$ cat config.mk
export PLATFORM = sky130hd
export DESIGN_NAME = one_bit_speaker_to_pcm_core
export DESIGN_NICKNAME = d
export VERILOG_FILES = /design/src/rtl/spk_pkg.sv /design/src/rtl/spk_cfg_regs.sv /design/src/rtl/spk_datapath.sv /design/src/rtl/one_bit_speaker_to_pcm_core.sv
export SDC_FILE = /design/constraint.sdc
export NUM_CORES = 2
export LEC_CHECK = 0
export ABC_AREA = 1
export BUFFER_PORTS_ARGS = -buffer_cell sky130_fd_sc_hd__buf_4
export CORE_MARGIN = 2
export CORE_UTILIZATION = 40
export CTS_BUF_LIST = sky130_fd_sc_hd__clkbuf_4 sky130_fd_sc_hd__clkbuf_8
export CTS_CLUSTER_DIAMETER = 150
export DETAILED_ROUTE_END_ITERATION = 12
export GPL_ROUTABILITY_DRIVEN = 0
export PLACE_DENSITY = 0.52
export SYNTH_ARGS = -nofsm -noshare
export SYNTH_HDL_FRONTEND = slang
export SYNTH_HIERARCHICAL = 1
export SYNTH_SLANG_ARGS = --single-unit
export TNS_END_PERCENT = 100
$ cat constraint.sdc
create_clock -name clk -period 12.2 [get_ports clk]
set_input_delay 2.44 -clock clk [delete_from_list [all_inputs] [get_ports clk]]
set_output_delay 2.44 -clock clk [all_outputs]
set_load 0.02 [all_outputs]
$ cat src/rtl/spk_pkg.sv
// spk_pkg: shared types, constants and helper functions of the speaker to pcm block
// used by spk_cfg_regs, spk_datapath, one_bit_speaker_to_pcm_core and spk_checker
// no dependencies
package spk_pkg;

  // field widths
  localparam int unsigned VolW    = 10;
  localparam int unsigned RateW   = 18;
  localparam int unsigned ClkW    = 27;
  localparam int unsigned MulW    = 8;
  localparam int unsigned PcmW    = 16;
  localparam int unsigned RemW    = 32;
  localparam int unsigned IdleW   = 30;  // holds five times the widest input clock plus a step
  localparam int unsigned TicksW  = MulW + 1;
  localparam int unsigned CfgIdxW = 3;
  localparam int unsigned CfgDatW = ClkW;

  // mid-scale and volume scaling
  localparam logic [PcmW-1:0] MidScale  = 16'h8000;
  localparam logic [PcmW-1:0] SwingMax  = 16'd32767;
  localparam logic [VolW-1:0] VolMax    = 10'd1000;
  // ceil(32.768 * 2^20): v * 32768 / 1000 as a multiply and shift
  localparam logic [25:0]     SwingRcp  = 26'd34359739;
  localparam int unsigned     SwingSh   = 20;

  // filter and decay coefficients
  localparam logic [23:0] FiltOld   = 24'd250;
  localparam logic [23:0] FiltNew   = 24'd6;
  localparam logic [23:0] DecayMul  = 24'd255;
  localparam logic [23:0] DecayBias = 24'h008000;
  localparam logic [23:0] DecayRnd  = 24'd255;

  // register reset values
  localparam logic [VolW-1:0]  VolumeRst     = 10'd500;
  localparam logic [RateW-1:0] SampleRateRst = 18'd44100;
  localparam logic [ClkW-1:0]  TickRateRst   = 27'd1000000;
  localparam logic [MulW-1:0]  StepDivRst    = 8'd1;

  // configuration register indexes
  typedef enum logic [CfgIdxW-1:0] {
    CFG_VOLUME        = 3'd0,
    CFG_SAMPLE_RATE   = 3'd1,
    CFG_TICK_RATE     = 3'd2,
    CFG_STEP_DIV      = 3'd3,
    CFG_INITIAL_LEVEL = 3'd4
  } cfg_idx_t;

  // settings as seen by the datapath
  typedef struct packed {
    logic [PcmW-1:0]  drive_hi;
    logic [PcmW-1:0]  drive_lo;
    logic [RateW-1:0] sample_rate;
    logic [ClkW-1:0]  tick_rate;
    logic [IdleW-1:0] timeout;
    logic [MulW-1:0]  step_div;
  } cfg_t;

  // swing around mid-scale: min(volume, 1000) * 32768 / 1000, capped at 32767
  function automatic logic [PcmW-1:0] swing_of(input logic [VolW-1:0] vol);
    logic [VolW-1:0] v;
    logic [35:0]     prod;
    logic [15:0]     sw;
    v    = (vol > VolMax) ? VolMax : vol;
    prod = 36'(v) * 36'(SwingRcp);
    sw   = prod[SwingSh +: 16];
    return (sw > SwingMax) ? SwingMax : sw;
  endfunction

  // idle timeout: five times the input clock rate, counted in ticks
  function automatic logic [IdleW-1:0] timeout_of(input logic [ClkW-1:0] clk_rate);
    return (IdleW'(clk_rate) << 2) + IdleW'(clk_rate);
  endfunction

  localparam logic [PcmW-1:0]  SwingRst   = swing_of(VolumeRst);
  localparam logic [IdleW-1:0] TimeoutRst = timeout_of(TickRateRst);

endpackage

$ cat src/rtl/spk_cfg_regs.sv
// spk_cfg_regs: configuration registers with derived drive levels and idle timeout
// depends on spk_pkg
module spk_cfg_regs
  import spk_pkg::*;
(
  input  logic               clk,
  input  logic               rst,
  input  logic               cfg_valid,
  output logic               cfg_ready,
  input  logic [CfgIdxW-1:0] cfg_index,
  input  logic [CfgDatW-1:0] cfg_data,
  output cfg_t               cfg
);

  logic [PcmW-1:0] swing_new;

  // writes are always taken
  assign cfg_ready = 1'b1;

  // swing derived from the write data so the drive levels are ready at once
  assign swing_new = swing_of(cfg_data[VolW-1:0]);

  // register file; writes to the initial level index have no effect, a zero step divider is ignored
  always_ff @(posedge clk) begin
    if (rst) begin
      cfg.drive_hi    <= MidScale + SwingRst;
      cfg.drive_lo    <= MidScale - SwingRst;
      cfg.sample_rate <= SampleRateRst;
      cfg.tick_rate   <= TickRateRst;
      cfg.timeout     <= TimeoutRst;
      cfg.step_div    <= StepDivRst;
    end else if (cfg_valid) begin
      unique case (cfg_index)
        CFG_VOLUME: begin
          cfg.drive_hi <= MidScale + swing_new;
          cfg.drive_lo <= MidScale - swing_new;
        end
        CFG_SAMPLE_RATE: begin
          cfg.sample_rate <= cfg_data[RateW-1:0];
        end
        CFG_TICK_RATE: begin
          cfg.tick_rate <= cfg_data[ClkW-1:0];
          cfg.timeout   <= timeout_of(cfg_data[ClkW-1:0]);
        end
        CFG_STEP_DIV: begin
          if (cfg_data[MulW-1:0] != '0) begin
            cfg.step_div <= cfg_data[MulW-1:0];
          end
        end
        CFG_INITIAL_LEVEL: begin
        end
        default: begin
        end
      endcase
    end
  end

endmodule

$ cat src/rtl/spk_datapath.sv
// spk_datapath: input register, per-tick state update and result register
// depends on spk_pkg
module spk_datapath
  import spk_pkg::*;
(
  input  logic            clk,
  input  logic            rst,
  input  cfg_t            cfg,
  input  logic            in_valid,
  output logic            in_ready,
  input  logic            in_level,
  output logic            out_valid,
  input  logic            out_ready,
  output logic [PcmW-1:0] out_sample
);

  // input register
  logic in_vld;
  logic in_lvl;

  // tick state
  logic              last_level;
  logic [PcmW-1:0]   drive_value;
  logic              active;
  logic [PcmW-1:0]   filter_value;
  logic [PcmW-1:0]   idle_reference;
  logic [IdleW-1:0]  idle_ticks;
  logic [RemW-1:0]   rate_remainder;
  logic [MulW-1:0]   pending_ticks;

  logic [PcmW-1:0]   drive_value_next;
  logic              active_next;
  logic [PcmW-1:0]   filter_value_next;
  logic [PcmW-1:0]   idle_reference_next;
  logic [IdleW-1:0]  idle_ticks_next;
  logic [RemW-1:0]   rate_remainder_next;
  logic [MulW-1:0]   pending_ticks_next;

  // intermediate values
  logic              advance;
  logic [PcmW-1:0]   drive_a;
  logic [TicksW-1:0] ticks;
  logic              drop;
  logic [PcmW-1:0]   filt0;
  logic [RemW-1:0]   rem0;
  logic [IdleW-1:0]  idle0;
  logic [PcmW-1:0]   ref0;
  logic              same_ref;
  logic [IdleW-1:0]  idle1;
  logic              timed_out;
  logic              step;
  logic [23:0]       filt_sum;
  logic [PcmW-1:0]   filt1;
  logic [RemW-1:0]   rem1;
  logic              emit;
  logic [23:0]       decay_sum;

  // process the held tick when the result register is free or being emptied
  assign advance  = in_vld && (!out_valid || out_ready);
  assign in_ready = !in_vld || advance;

  always_ff @(posedge clk) begin
    if (rst) begin
      in_vld <= 1'b0;
    end else if (in_ready) begin
      in_vld <= in_valid;
    end
  end

  always_ff @(posedge clk) begin
    if (in_ready && in_valid) begin
      in_lvl <= in_level;
    end
  end

  // level change loads the drive, then the tick count for this step
  assign drive_a = (in_lvl != last_level) ? (in_lvl ? cfg.drive_hi : cfg.drive_lo)
                                          : drive_value;
  assign ticks   = TicksW'(pending_ticks) + TicksW'(1);
  assign drop    = !active && (idle_reference == drive_a);

  // turning on clears the filter, idle count and rate remainder
  assign filt0 = active ? filter_value   : '0;
  assign rem0  = active ? rate_remainder : '0;
  assign idle0 = active ? idle_ticks     : '0;
  assign ref0  = active ? idle_reference : drive_a;

  // idle tracking
  assign same_ref  = (ref0 == drive_a);
  assign idle1     = same_ref ? (idle0 + IdleW'(ticks)) : IdleW'(ticks);
  assign timed_out = same_ref && (idle1 > cfg.timeout);

  // filter step and rate accumulator
  assign step      = ticks >= TicksW'(cfg.step_div);
  assign filt_sum  = 24'(filt0) * FiltOld + 24'(drive_a) * FiltNew;
  assign filt1     = filt_sum[23:8];
  assign rem1      = rem0 + RemW'(cfg.sample_rate);
  assign emit      = rem1 >= RemW'(cfg.tick_rate);
  // drive decays toward mid-scale, rounding up below it
  assign decay_sum = 24'(drive_a) * DecayMul + DecayBias
                   + (drive_a[PcmW-1] ? 24'd0 : DecayRnd);

  // next state of one tick
  always_comb begin
    drive_value_next    = drive_a;
    active_next         = active;
    filter_value_next   = filter_value;
    idle_reference_next = idle_reference;
    idle_ticks_next     = idle_ticks;
    rate_remainder_next = rate_remainder;
    pending_ticks_next  = '0;
    if (!drop) begin
      filter_value_next   = filt0;
      rate_remainder_next = rem0;
      idle_reference_next = drive_a;
      idle_ticks_next     = idle1;
      if (timed_out) begin
        active_next = 1'b0;
      end else begin
        active_next = 1'b1;
        if (step) begin
          filter_value_next  = filt1;
          pending_ticks_next = MulW'(ticks - TicksW'(cfg.step_div));
          if (emit) begin
            rate_remainder_next = rem1 - RemW'(cfg.tick_rate);
            drive_value_next    = decay_sum[23:8];
          end else begin
            rate_remainder_next = rem1;
          end
        end else begin
          pending_ticks_next = ticks[MulW-1:0];
        end
      end
    end
  end

  // state registers
  always_ff @(posedge clk) begin
    if (rst) begin
      last_level     <= 1'b0;
      drive_value    <= '0;
      active         <= 1'b0;
      filter_value   <= '0;
      idle_reference <= '0;
      idle_ticks     <= '0;
      rate_remainder <= '0;
      pending_ticks  <= '0;
    end else if (advance) begin
      last_level     <= in_lvl;
      drive_value    <= drive_value_next;
      active         <= active_next;
      filter_value   <= filter_value_next;
      idle_reference <= idle_reference_next;
      idle_ticks     <= idle_ticks_next;
      rate_remainder <= rate_remainder_next;
      pending_ticks  <= pending_ticks_next;
    end
  end

  // result register, sample is the filter value offset by mid-scale
  always_ff @(posedge clk) begin
    if (rst) begin
      out_valid <= 1'b0;
    end else if (advance && !drop && !timed_out && step && emit) begin
      out_valid <= 1'b1;
    end else if (out_ready) begin
      out_valid <= 1'b0;
    end
  end

  always_ff @(posedge clk) begin
    if (advance && !drop && !timed_out && step && emit) begin
      out_sample <= filt1 ^ MidScale;
    end
  end

endmodule

$ cat src/rtl/one_bit_speaker_to_pcm_core.sv
// one_bit_speaker_to_pcm_core: one-bit speaker stream to signed 16-bit pcm samples
// depends on spk_pkg, spk_cfg_regs and spk_datapath
//
//   channel   direction  payload                          handshake
//   s_axis    in         tdata[0] level                   tvalid / tready
//   m_axis    out        tdata[15:0] sample (signed)      tvalid / tready
//   cfg       in         cfg_index, cfg_data              cfg_valid / cfg_ready
//
// one tick per cycle while m_axis is not stalled; a tick goes through the input
// register and one pass of logic, its sample (if any) into the result register
// at most one sample per tick; cfg_ready is always high
// a stalled sample holds the result register; s_axis_tready drops as soon as
// a tick waits in the input register behind it
// synchronous reset, no clearing pass
module one_bit_speaker_to_pcm_core
  import spk_pkg::*;
(
  input  logic               clk,
  input  logic               rst,
  input  logic               s_axis_tvalid,
  output logic               s_axis_tready,
  input  logic [7:0]         s_axis_tdata,   // [0] level, [7:1] zero
  output logic               m_axis_tvalid,
  input  logic               m_axis_tready,
  output logic [PcmW-1:0]    m_axis_tdata,   // [15:0] sample
  input  logic               cfg_valid,
  output logic               cfg_ready,
  input  logic [CfgIdxW-1:0] cfg_index,
  input  logic [CfgDatW-1:0] cfg_data
);

  cfg_t cfg;

  // configuration registers
  spk_cfg_regs u_cfg (
    .clk       (clk),
    .rst       (rst),
    .cfg_valid (cfg_valid),
    .cfg_ready (cfg_ready),
    .cfg_index (cfg_index),
    .cfg_data  (cfg_data),
    .cfg       (cfg)
  );

  // tick processing
  spk_datapath u_dp (
    .clk        (clk),
    .rst        (rst),
    .cfg        (cfg),
    .in_valid   (s_axis_tvalid),
    .in_ready   (s_axis_tready),
    .in_level   (s_axis_tdata[0]),
    .out_valid  (m_axis_tvalid),
    .out_ready  (m_axis_tready),
    .out_sample (m_axis_tdata)
  );

endmodule

==> results_dict.tcl <==
set metrics [dict create \
    dieArea_um2 79500 \
    ys_types 63 \
    place_ws_ps 3270 \
    layout_setup_ws_ps 3950 \
    viasPerCell 5.01 \
    fmax_mhz 121 \
    cts.sinks 251 \
    placed_area_um2 32100 \
    cts-hold-fix-buffers 0 \
    peakVddDrop_uv 296 \
    clk_pin_slew_ps 60 \
    cp-start-kind "primary input" \
    yosys.area.top_type "dfxtp_1" \
    r2r-start "u_dp/active" \
    worstPathArrival_ps 8790 \
    core_um2 76200 \
    netlist_instances 4579 \
    area_growth_pct 7.52 \
    post_cts_resized 0 \
    post-route-drc-count 0 \
    port_buffers 53 \
    wl_um 90800 \
    holdWs_ps 446 \
    final_core_util_pct 43.6 \
    synth-edff-count 17 \
    path_max_fanout 9 \
    num_rows 101 \
    finClkSkew_ps 62.4 \
    root_buffer "clkbuf_8" \
    io_pins 62 \
    ys_async_sr_fraction_pct 0 \
    final-setup-viol-count 0 \
    rsz0062_at_grt "no" \
    fp.dieH_um 282 \
    ys_warn_count 6 \
    rrSetupSlack_ps 4790 \
    timing.final.max_slew_violations 0 \
    path_buf_inv 9 \
    cts_max_level 2 \
    grt_usage_pct 23.0 \
    grt_max_degree 73 \
    r2r_cells 32 \
    clock_latency_ps 690 \
    final_cell_mix "1,088 x nand2_1, 786 x inv_1, 406 x a21oi_1" \
    post-route-period-util_pct 67.6 \
    antenna_left 0 \
    hold_path_class "register to register" \
    cap_viol_max_count 0 \
    synthesis.area_um2 30900 \
    fillers 8281 \
    design_area_um2 33200 \
    cp_slowest_stage_delay_ps 540 \
    path_common_cell "nand2_1" \
    timing.slew.headroom_pct 27.1 \
    path_class "primary input to register" \
    worst-endpoint-required_ps 12740 \
    wl_per_cell_um 16.1 \
    avgSynthCellArea_um2 6.75 \
    synth_top_flop_cell "dfxtp_1" \
    min_to "u_cfg/cfg[114]" \
    worst_slew_pin_slew_ps 1090 \
    fin_crit_ps 8250 \
    critPathSlowestCell "fa_1" \
    cp-end-kind "register" \
    cellLeakagePower_nw 17.5 \
    vias 28300 \
    drtIter0Drc 1482 \
    grt_pass1_vias 27700 \
    hpwl_um 72300 \
    cts-buffers-inserted 50 \
    synth_seq_cells 251 \
    hold_start "u_cfg/cfg[114]" \
    final_common_cell "nand2_1" \
    p_per_area_nw_per_um2 181 \
    cts_tree "built" \
    synth_area_leaders "dfxtp_1 15%, ha_1 14%, nand2_1 13%" \
    hold_violations 0 \
    hold_depth 1 \
    drive_gt1_share_pct 6.00 \
    antenna_found_initial 2 \
    grt_first_pass_wirelength_um 147000 \
    grt_overflow 0 \
    postCtsSetupRepairBufs 0 \
    yosysTopAreaCellShare_pct 15.2 \
    multi_input_area_um2 22100 \
    fp.dieW_um 282 \
    syn-num-nets 5152 \
    seq_area_frac_synth_pct 16.8 \
    r2r-end "u_dp/filter_value[13]" \
    cts_max_path_buffers 3 \
    status "complete, no violations" \
    start_util_pct 40.5 \
    first_pass_iters 5 \
    regArea_um2 5200 \
    final_nets 5154 \
    path_delay_family "adder cells" \
    finalSetupTns_ps 0 \
]
-- routing by layer --
metal / vias up / GRT usage, % / wire, µm
li1: 14700 / - / -
met1: 13000 / 31.8 / 44200
met2: 439 / 38.9 / 41900
met3: 97 / 2.20 / 3050
met4: 2 / 4.96 / 1730
met5: - / 0 / 13
-- final cells by class --
cell class | count | area share [%]
multi-input combinational | 3407 | 66.5
timing repair buffer | 70 | 1.58
inverter | 801 | 9.06
clock inverter | 9 | 0.324
clock buffer | 81 | 3.04
antenna | 1 | 0.00753
sequential | 251 | 15.7
tap | 1030 | 3.88
-- stage by stage --
stage / std cells / power, mW
after floorplan: 4579 / 4.05
after global placement: 5559 / 5.05
after detailed placement: 5559 / 5.05
after CTS: 5649 / 6.07
after global routing: 5650 / 6.65
final: 5650 / 6.03
-- sequential cells by signal, summed over array words and instances (netlist names) --
signal and flops:
u_dp/in_vld 1, u_dp/out_sample 16, u_dp/last_level 1, u_dp/active 1
u_dp/drive_value 16, u_dp/filter_value 16, u_dp/out_valid 1, u_dp/pending_ticks 8
u_dp/idle_ticks 30, u_dp/rate_remainder 32, u_dp/idle_reference 16, u_dp/in_lvl 1
u_cfg/cfg 112
-- worst max path at each step --
| stage | from | end | slack [ps] | cells after the start |
|---|---|---|---|---|
| after floorplan | cfg_data[6] | u_cfg/cfg[95] | 4190 | 37 |
| after detailed placement | cfg_data[6] | u_cfg/cfg[95] | 3270 | 37 |
| after global placement | cfg_data[6] | u_cfg/cfg[95] | 3330 | 38 |
| after CTS | cfg_data[6] | u_cfg/cfg[91] | 3950 | 34 |
| after global routing | cfg_data[6] | u_cfg/cfg[91] | 3440 | 35 |
| final | cfg_data[6] | u_cfg/cfg[95] | 3950 | 38 |
-- cells in the mapped netlist, types with 3 or more instances --
cell type and instances:
or2_2 10, nor4_1 16, a21o_1 17, o21ai_1 25, nand4_1 70, o21bai_1 19, buf_6 12, nand4_2 3
and2_1 4, a31oi_1 14, buf_4 11, nand2_2 27, a22oi_1 3, o31ai_1 4, xor2_1 102, clkinv_1 4
buf_2 26, xnor2_1 42, nand2_4 10, a21oi_2 5, buf_1 9, a21oi_1 406, edfxtp_1 17, nand2_1 1088
fa_1 187, nor2_2 13, nand3_1 207, dfxtp_1 234, o21a_1 6, nand3_4 6, and3_1 4, nor2_4 5
ha_1 343, inv_1 788, clkbuf_1 61, a211oi_1 8, nor2_1 381, nor3_1 43, nand3_2 15, nand3b_1 16
a21boi_0 9, o21ai_0 233, o211ai_1 44, inv_2 8
-- logic make-up after synthesis --
| family | share of synthesized area, % |
|---|---|
| buffers and inverters | 11.8 |
| adder cells (fa/ha/maj) | 26.0 |
| AO/OA/AOI/OAI | 14.2 |
| flip-flops | 16.8 |
| other | 0.0121 |
| AND/OR/NAND/NOR | 27.1 |
| XOR/XNOR | 4.14 |
-- power by group --
group | internal [mW] | switching (mW)
clock | 0.550 | 0.426
sequential | 0.946 | 0.0755
combinational | 1.33 | 2.70
total | 2.83 | 3.20
No activity file was read; power rests on OpenSTA's default activity.
